### config.mk
export PLATFORM = sky130hd
export DESIGN_NAME = utf8_byte_stream_decoder_top
export DESIGN_NICKNAME = d
export VERILOG_FILES = /design/src/hdl/utf8d_pkg.sv /design/src/hdl/utf8d_step.sv /design/src/hdl/utf8_byte_stream_decoder_top.sv
export SDC_FILE = /design/constraint.sdc
export NUM_CORES = 1
export LEC_CHECK = 0
export ABC_AREA = 1
export BUFFER_PORTS_ARGS = -buffer_cell sky130_fd_sc_hd__clkbuf_2
export CAP_MARGIN = 15
export CORE_UTILIZATION = 35
export DETAILED_ROUTE_END_ITERATION = 6
export PLACE_DENSITY = 0.53
export SLEW_MARGIN = 20
export SYNTH_ARGS = -nofsm -noshare
export SYNTH_HDL_FRONTEND = slang
export SYNTH_HIERARCHICAL = 1
export SYNTH_SLANG_ARGS = --single-unit
### constraint.sdc
create_clock -name clk -period 9.5 [get_ports clk]
set_input_delay 1.425 -clock clk [delete_from_list [all_inputs] [get_ports clk]]
set_output_delay 1.425 -clock clk [all_outputs]
set_load 0.01 [all_outputs]
### src/hdl/utf8d_pkg.sv
// utf8d_pkg: shared types and constants for the utf-8 byte stream decoder
// used by utf8d_step and utf8_byte_stream_decoder_top; no dependencies
package utf8d_pkg;

  localparam int unsigned CpW = 21;

  localparam logic [CpW-1:0] Replacement = 21'h00FFFD;

  // lead byte classes
  localparam logic [7:0] AsciiMask   = 8'h80;
  localparam logic [7:0] Lead2Mask   = 8'hE0;
  localparam logic [7:0] Lead2Code   = 8'hC0;
  localparam logic [7:0] Lead3Mask   = 8'hF0;
  localparam logic [7:0] Lead3Code   = 8'hE0;
  localparam logic [7:0] Lead4Mask   = 8'hF8;
  localparam logic [7:0] Lead4Code   = 8'hF0;
  localparam logic [7:0] ContMask    = 8'hC0;
  localparam logic [7:0] ContCode    = 8'h80;

  typedef struct packed {
    logic [7:0] data_byte;
    logic [2:0] bytes_remaining;
  } in_item_t;

  typedef struct packed {
    logic [CpW-1:0] uni_scalar;
    logic           replaced;
  } out_item_t;

  typedef struct packed {
    logic [1:0]     pending_count;
    logic [CpW-1:0] accumulator;
    logic           skip_to_end;
  } dec_state_t;

  typedef struct packed {
    logic      emit;
    out_item_t item;
  } step_res_t;

endpackage

### src/hdl/utf8d_step.sv
// utf8d_step: next-state and result logic for one byte of the stream
// depends on utf8d_pkg
module utf8d_step (
  input  utf8d_pkg::in_item_t   item,
  input  utf8d_pkg::dec_state_t state_cur,
  output utf8d_pkg::dec_state_t state_nxt,
  output utf8d_pkg::step_res_t  res
);

  logic [7:0]                b;
  logic [2:0]                r;
  logic [1:0]                extra;
  logic [6:0]                lead_bits;
  logic                      is_lead;
  logic [utf8d_pkg::CpW-1:0] acc_shift;

  assign b = item.data_byte;

  // clamp remaining count to 1..4
  always_comb begin
    if (item.bytes_remaining == 3'd0) begin
      r = 3'd1;
    end else if (item.bytes_remaining > 3'd4) begin
      r = 3'd4;
    end else begin
      r = item.bytes_remaining;
    end
  end

  assign acc_shift = {state_cur.accumulator[utf8d_pkg::CpW-7:0], b[5:0]};

  always_comb begin
    is_lead   = 1'b1;
    extra     = 2'd0;
    lead_bits = 7'd0;
    priority if ((b & utf8d_pkg::Lead2Mask) == utf8d_pkg::Lead2Code) begin
      extra     = 2'd1;
      lead_bits = {2'b00, b[4:0]};
    end else if ((b & utf8d_pkg::Lead3Mask) == utf8d_pkg::Lead3Code) begin
      extra     = 2'd2;
      lead_bits = {3'b000, b[3:0]};
    end else if ((b & utf8d_pkg::Lead4Mask) == utf8d_pkg::Lead4Code) begin
      extra     = 2'd3;
      lead_bits = {4'b0000, b[2:0]};
    end else begin
      is_lead = 1'b0;
    end
  end

  always_comb begin
    state_nxt           = state_cur;
    res.emit            = 1'b0;
    res.item.uni_scalar = utf8d_pkg::Replacement;
    res.item.replaced   = 1'b1;
    priority if (state_cur.skip_to_end) begin
      if (r == 3'd1) begin
        state_nxt.skip_to_end = 1'b0;
      end
    end else if (state_cur.pending_count != 2'd0) begin
      if ((b & utf8d_pkg::ContMask) == utf8d_pkg::ContCode) begin
        state_nxt.pending_count = state_cur.pending_count - 2'd1;
        if (state_cur.pending_count == 2'd1) begin
          state_nxt.accumulator = '0;
          res.emit              = 1'b1;
          res.item.uni_scalar   = acc_shift;
          res.item.replaced     = 1'b0;
        end else begin
          state_nxt.accumulator = acc_shift;
        end
      end else begin
        // bad continuation: drop the sequence, byte is consumed
        state_nxt.pending_count = 2'd0;
        state_nxt.accumulator   = '0;
        res.emit                = 1'b1;
      end
    end else if ((b & utf8d_pkg::AsciiMask) == 8'h00) begin
      res.emit            = 1'b1;
      res.item.uni_scalar = {13'd0, b};
      res.item.replaced   = 1'b0;
    end else if (!is_lead) begin
      res.emit = 1'b1;
    end else if ({1'b0, extra} >= r) begin
      // truncated sequence: one replacement, swallow the rest
      res.emit = 1'b1;
      if (r > 3'd1) begin
        state_nxt.skip_to_end = 1'b1;
      end
    end else begin
      state_nxt.pending_count = extra;
      state_nxt.accumulator   = {14'd0, lead_bits};
    end
  end

endmodule

### src/hdl/utf8_byte_stream_decoder_top.sv
// utf8_byte_stream_decoder_top: utf-8 byte stream decoder, top level
// depends on utf8d_pkg and utf8d_step
//
// usage
//   input channel: one byte per transaction with the count of bytes left in
//   the buffer (this one included, saturated at 4); taken at a rising edge
//   with in_valid high and in_stall low
//   result channel: zero or one code point per input byte, with replaced set
//   when the code point is u+fffd standing for an error; taken at a rising
//   edge with out_valid high and out_stall low
//   path: a taken byte waits in the input register and is decoded into the result
//   register once the result slot is free; its result, if any, is offered from then on
//   throughput: one byte per cycle while out_stall stays low, set by the single
//   input register and single result register; continuation and skipped bytes give no result
//   stall: while the result register is full and stalled, a held input byte
//   stays put and in_stall rises; the input side may still fill an empty
//   input register, so one transaction can sit on each side of the decoder
//   reset: rst_n low clears the valid flags of both registers and the decoder
//   state (no sequence pending, no skip), stall is low after reset
module utf8_byte_stream_decoder_top (
  input  logic                 clk,
  input  logic                 rst_n,
  input  logic                 in_valid,
  output logic                 in_stall,
  input  utf8d_pkg::in_item_t  in_data,
  output logic                 out_valid,
  input  logic                 out_stall,
  output utf8d_pkg::out_item_t out_data
);

  // input register
  logic                  in_vld_r;
  logic                  in_vld_nxt;
  utf8d_pkg::in_item_t   in_item_r;

  // decoder state
  utf8d_pkg::dec_state_t state_r;
  utf8d_pkg::dec_state_t state_nxt;

  // result register
  logic                  out_vld_r;
  logic                  out_vld_nxt;
  utf8d_pkg::out_item_t  out_item_r;

  utf8d_pkg::step_res_t  res;
  logic                  advance;
  logic                  in_take;

  // the held byte moves through the decoder when the result slot is free
  assign advance  = in_vld_r && (!out_vld_r || !out_stall);
  assign in_stall = in_vld_r && !advance;
  assign in_take  = in_valid && !in_stall;

  utf8d_step u_step (
    .item      (in_item_r),
    .state_cur (state_r),
    .state_nxt (state_nxt),
    .res       (res)
  );

  always_comb begin
    in_vld_nxt = in_take || (in_vld_r && !advance);
  end

  always_comb begin
    if (advance) begin
      out_vld_nxt = res.emit;
    end else if (out_vld_r && !out_stall) begin
      out_vld_nxt = 1'b0;
    end else begin
      out_vld_nxt = out_vld_r;
    end
  end

  always_ff @(posedge clk) begin
    if (!rst_n) begin
      in_vld_r  <= 1'b0;
      out_vld_r <= 1'b0;
      state_r   <= '0;
    end else begin
      in_vld_r  <= in_vld_nxt;
      out_vld_r <= out_vld_nxt;
      if (advance) begin
        state_r <= state_nxt;
      end
    end
  end

  // payload registers, no reset
  always_ff @(posedge clk) begin
    if (in_take) begin
      in_item_r <= in_data;
    end
    if (advance && res.emit) begin
      out_item_r <= res.item;
    end
  end

  assign out_valid = out_vld_r;
  assign out_data  = out_item_r;

  // skipping and a pending sequence never coexist
  a_skip_no_pending : assert property (@(posedge clk) disable iff (!rst_n)
    state_r.skip_to_end |-> (state_r.pending_count == 2'd0))
    else $error("skip with pending sequence");

  // accumulator is clear whenever no sequence is pending
  a_acc_clear : assert property (@(posedge clk) disable iff (!rst_n)
    (state_r.pending_count == 2'd0) |-> (state_r.accumulator == '0))
    else $error("accumulator not clear while idle");

  // a replacement always carries u+fffd
  a_repl_value : assert property (@(posedge clk) disable iff (!rst_n)
    (out_vld_r && out_item_r.replaced) |-> (out_item_r.uni_scalar == utf8d_pkg::Replacement))
    else $error("replaced result without u+fffd");

  // state only changes when a byte moves through the decoder
  a_state_hold : assert property (@(posedge clk) disable iff (!rst_n)
    !advance |=> $stable(state_r))
    else $error("decoder state changed without a byte");

  // stall is only raised while a byte is held
  a_stall_held : assert property (@(posedge clk) disable iff (!rst_n)
    in_stall |-> in_vld_r)
    else $error("stall without a held byte");

endmodule

==> impl_summary.md <==
Power
The static leakage is 1.292 nW. The cell-internal power is 0.3454 mW. The share of total power dissipated in combinational logic is 0.174.

The worst supply voltage drop on vdd is 0.06876 mV. Of the total power, the share spent switching nets is 0.2946. The clock network fraction of total power is 0.271. The net switching power figure is 0.1443 mW. Of the total power, registers draw 0.555. In this run the power density over the cells is 162.3 nW/µm².

Timing
The sum of negative setup slack is 0 ns. The worst slew slack as a fraction of its limit is 0.5055. The final-report hold violation count is 0.

Clock skew on the completed layout was measured at 0.009389 ns. The setup-violating endpoint count in the final report is 0. The final critical-path share of the clock period is 0.3439. For the pin with the worst max-slew slack, the measured transition is 0.7418 ns.

The number of pins exceeding their max-slew limit in the final report was 0. The top achievable clock speed is 0.3061 GHz. Setup repair after global routing left no endpoint under its margin. The time the final worst path needs with I/O delays and setup is 3.267 ns.

Yosys
The synthesized area per cell is 8.171 µm². The count of mapped cells out of synthesis is 330. In this run the cell area of the synthesized design comes to 2696 µm². The number of warnings reported in the yosys synthesis log is 6. The number of nets handed over by synthesis was 349.

Worst setup path
The worst setup path is of the input port to output port kind. The kind of end point of the critical path is an output port. STA classifies the critical path startpoint as an input port. Along the worst path, the maximum fanout reaches 3.

The critical path required time is 8.08 ns. The data arrival at the endpoint of the critical path is 1.84 ns.

Place
After legalization and detailed placement, the total HPWL measured 3739 µm. The count of input and output buffers is 38. The number of placed instances, taps included is 450. Routability-driven placement finished with a final weighted congestion of 0.7962.

Clock network
CTS saw 53 sinks. The number of buffers added to fix hold violations after cts is 0. The clock edge transition at the registers on the reported setup and hold paths is 0.10 ns.

The later pin in the worst-skew pair is clocked with a latency of 0.32 ns. The number of buffers inserted to repair setup after CTS is 0. The number of gates given a new drive strength after cts is 0. The number of clock buffers added by TritonCTS is 5. The H-tree depth is 2. The buffer cell driving the clock tree root is sky130_fd_sc_hd__clkbuf_8. The number of buffers between clock root and the deepest sink is 2. TritonCTS built the clock tree.

Die
The row count is 31. The overall die width is 89.77 µm. From bottom edge to top edge, the die measures 89.77 µm. The starting density of the core is 0.3678.

The floorplan step defined a die boundary enclosing 8059 µm². The core region is 7331 µm². For this design the top-level I/O count stands at 39.

Drt
The overall via count from detail_route is 2113. The final wirelength is 5313 µm. The routed length per placed instance is 11.60 µm. The first detailed-routing pass ran for 4 iterations. The number of DRC violations after detailed-routing iteration 0 is 158. The detailed-route vias per instance is 4.614.

Once detail routing completed, the nets flagged for antenna violations numbered 0. The final routed DRC violation total is 0.

Global routing
Entering global routing, the biggest net connects 40 pins. In the global route stage, overall resource usage came out at 0.1424. The initial antenna violation count is 0. The number of global-route vias before repair was 1945.

The total overflow left after global routing is 0. The wire length of the first global-routing pass is 9211 µm.

Final layout
The layout overhead on the synthesized area is 11.93%. For this run, the post-layout net count is 377. 0 antenna diodes ended up in the layout. For this run, the number of standard cells in the final layout without fillers is 458. Of the cells placed in the final design, the portion with a size suffix greater than 1 is 0.1783.

Run
Across the run, the number of max-cap violations was 0.

Status
The flow ran to the end, and the final reports show no timing, DRC or antenna violations.

Hold path
The worst min-delay path category is flip-flop to flip-flop.
[routing by layer]
layer,GRT usage,part of all wire
met5,0,0
met3,0.03046,0.040
met1,0.2047,0.53
met4,0.04645,0.014
met2,0.2122,0.42
[stage by stage]
step / hold WS [ns] / total power [mW] / util / worst slack, ns / cell area [µm²]
6_report: 0.5180 / 0.4897 / 0.4117 / 6.233 / 3018
5_1_grt: 0.5611 / 0.5177 / 0.4117 / 6.187 / 3018
3_5_place_dp: 0.5003 / 0.3623 / 0.3982 / 6.196 / 2919
4_1_cts: 0.5260 / 0.4950 / 0.4110 / 6.226 / 3013
2_1_floorplan: 0.4738 / 0.3415 / - / 6.380 / 2696
3_3_place_gp: 0.4930 / 0.3617 / 0.3982 / 6.212 / 2919
[registers in the layout, summed over array words and instances, names as in the netlist]
signal     flops
out_valid      1
in_item_r     11
out_data      22
state_r       18
in_vld_r       1
[layout by cell type, fill, tap and decap left out]
| master | instances |
|---|---|
| sky130_fd_sc_hd__ha_1 | 4 |
| sky130_fd_sc_hd__nand3_1 | 34 |
| sky130_fd_sc_hd__a22oi_1 | 1 |
| sky130_fd_sc_hd__nand2_2 | 3 |
| sky130_fd_sc_hd__nor2_1 | 30 |
| sky130_fd_sc_hd__clkbuf_8 | 5 |
| sky130_fd_sc_hd__nand4_1 | 4 |
| sky130_fd_sc_hd__dfxtp_1 | 20 |
| sky130_fd_sc_hd__nor2_2 | 1 |
| sky130_fd_sc_hd__nor4_4 | 1 |
| sky130_fd_sc_hd__clkbuf_2 | 38 |
| sky130_fd_sc_hd__edfxtp_1 | 33 |
| sky130_fd_sc_hd__or2_2 | 2 |
| sky130_fd_sc_hd__and2_1 | 1 |
| sky130_fd_sc_hd__o21ai_2 | 1 |
| sky130_fd_sc_hd__clkinvlp_4 | 1 |
| sky130_fd_sc_hd__inv_2 | 3 |
| sky130_fd_sc_hd__nor2_4 | 1 |
| sky130_fd_sc_hd__nand2_4 | 3 |
| sky130_fd_sc_hd__nand3_4 | 1 |
| sky130_fd_sc_hd__o21ai_1 | 4 |
| sky130_fd_sc_hd__nor3_1 | 1 |
| sky130_fd_sc_hd__a21boi_1 | 1 |
| sky130_fd_sc_hd__nand2_1 | 67 |
| sky130_fd_sc_hd__clkinv_4 | 1 |
| sky130_fd_sc_hd__a21oi_1 | 22 |
| sky130_fd_sc_hd__inv_1 | 55 |
| sky130_fd_sc_hd__o21ai_0 | 18 |
| sky130_fd_sc_hd__buf_4 | 2 |
| sky130_fd_sc_hd__inv_6 | 1 |
[power groups by stage]
| stage | Combinational, mW | Sequential (mW) | Clock (mW) |
|---|---|---|---|
| 3_3_place_gp | 0.0844 | 0.277 | 0 |
| 2_1_floorplan | 0.0630 | 0.279 | 0 |
| 5_1_grt | 0.0985 | 0.274 | 0.145 |
| 6_report | 0.0852 | 0.272 | 0.133 |
| 4_1_cts | 0.0853 | 0.272 | 0.138 |
| 3_5_place_dp | 0.0849 | 0.277 | 0 |
[critical path: stages]
cell                       delay (ns)
sky130_fd_sc_hd__clkbuf_2        0.09
sky130_fd_sc_hd__nand3_1         0.11
sky130_fd_sc_hd__inv_1           0.09
sky130_fd_sc_hd__clkbuf_2        0.13
[area by class of cell]
cell class	instances	area, µm²
clock inverters	3	25.02
clock buffers	5	68.82
flip-flops and latches	53	1391
well taps	99	123.9
multi-input cells	200	985.9
fillers	761	4313
repair buffers	40	205.2
inverters	58	217.7
[worst paths after layout]
kind / from / to / slack [ns] / cells after the start
worst max-delay path: out_stall / in_stall / 6.23 / 4
worst min-delay path: state_r[14]$_SDFFE_PN0P_ / state_r[14]$_SDFFE_PN0P_ / 0.52 / 2
worst max register to register: in_item_r[9]$_DFFE_PP_ / out_data[3]$_DFFE_PP_ / 6.60 / 15
worst min register to register: state_r[14]$_SDFFE_PN0P_ / state_r[14]$_SDFFE_PN0P_ / 0.52 / 2
No activity file was read; power rests on OpenSTA's default activity.
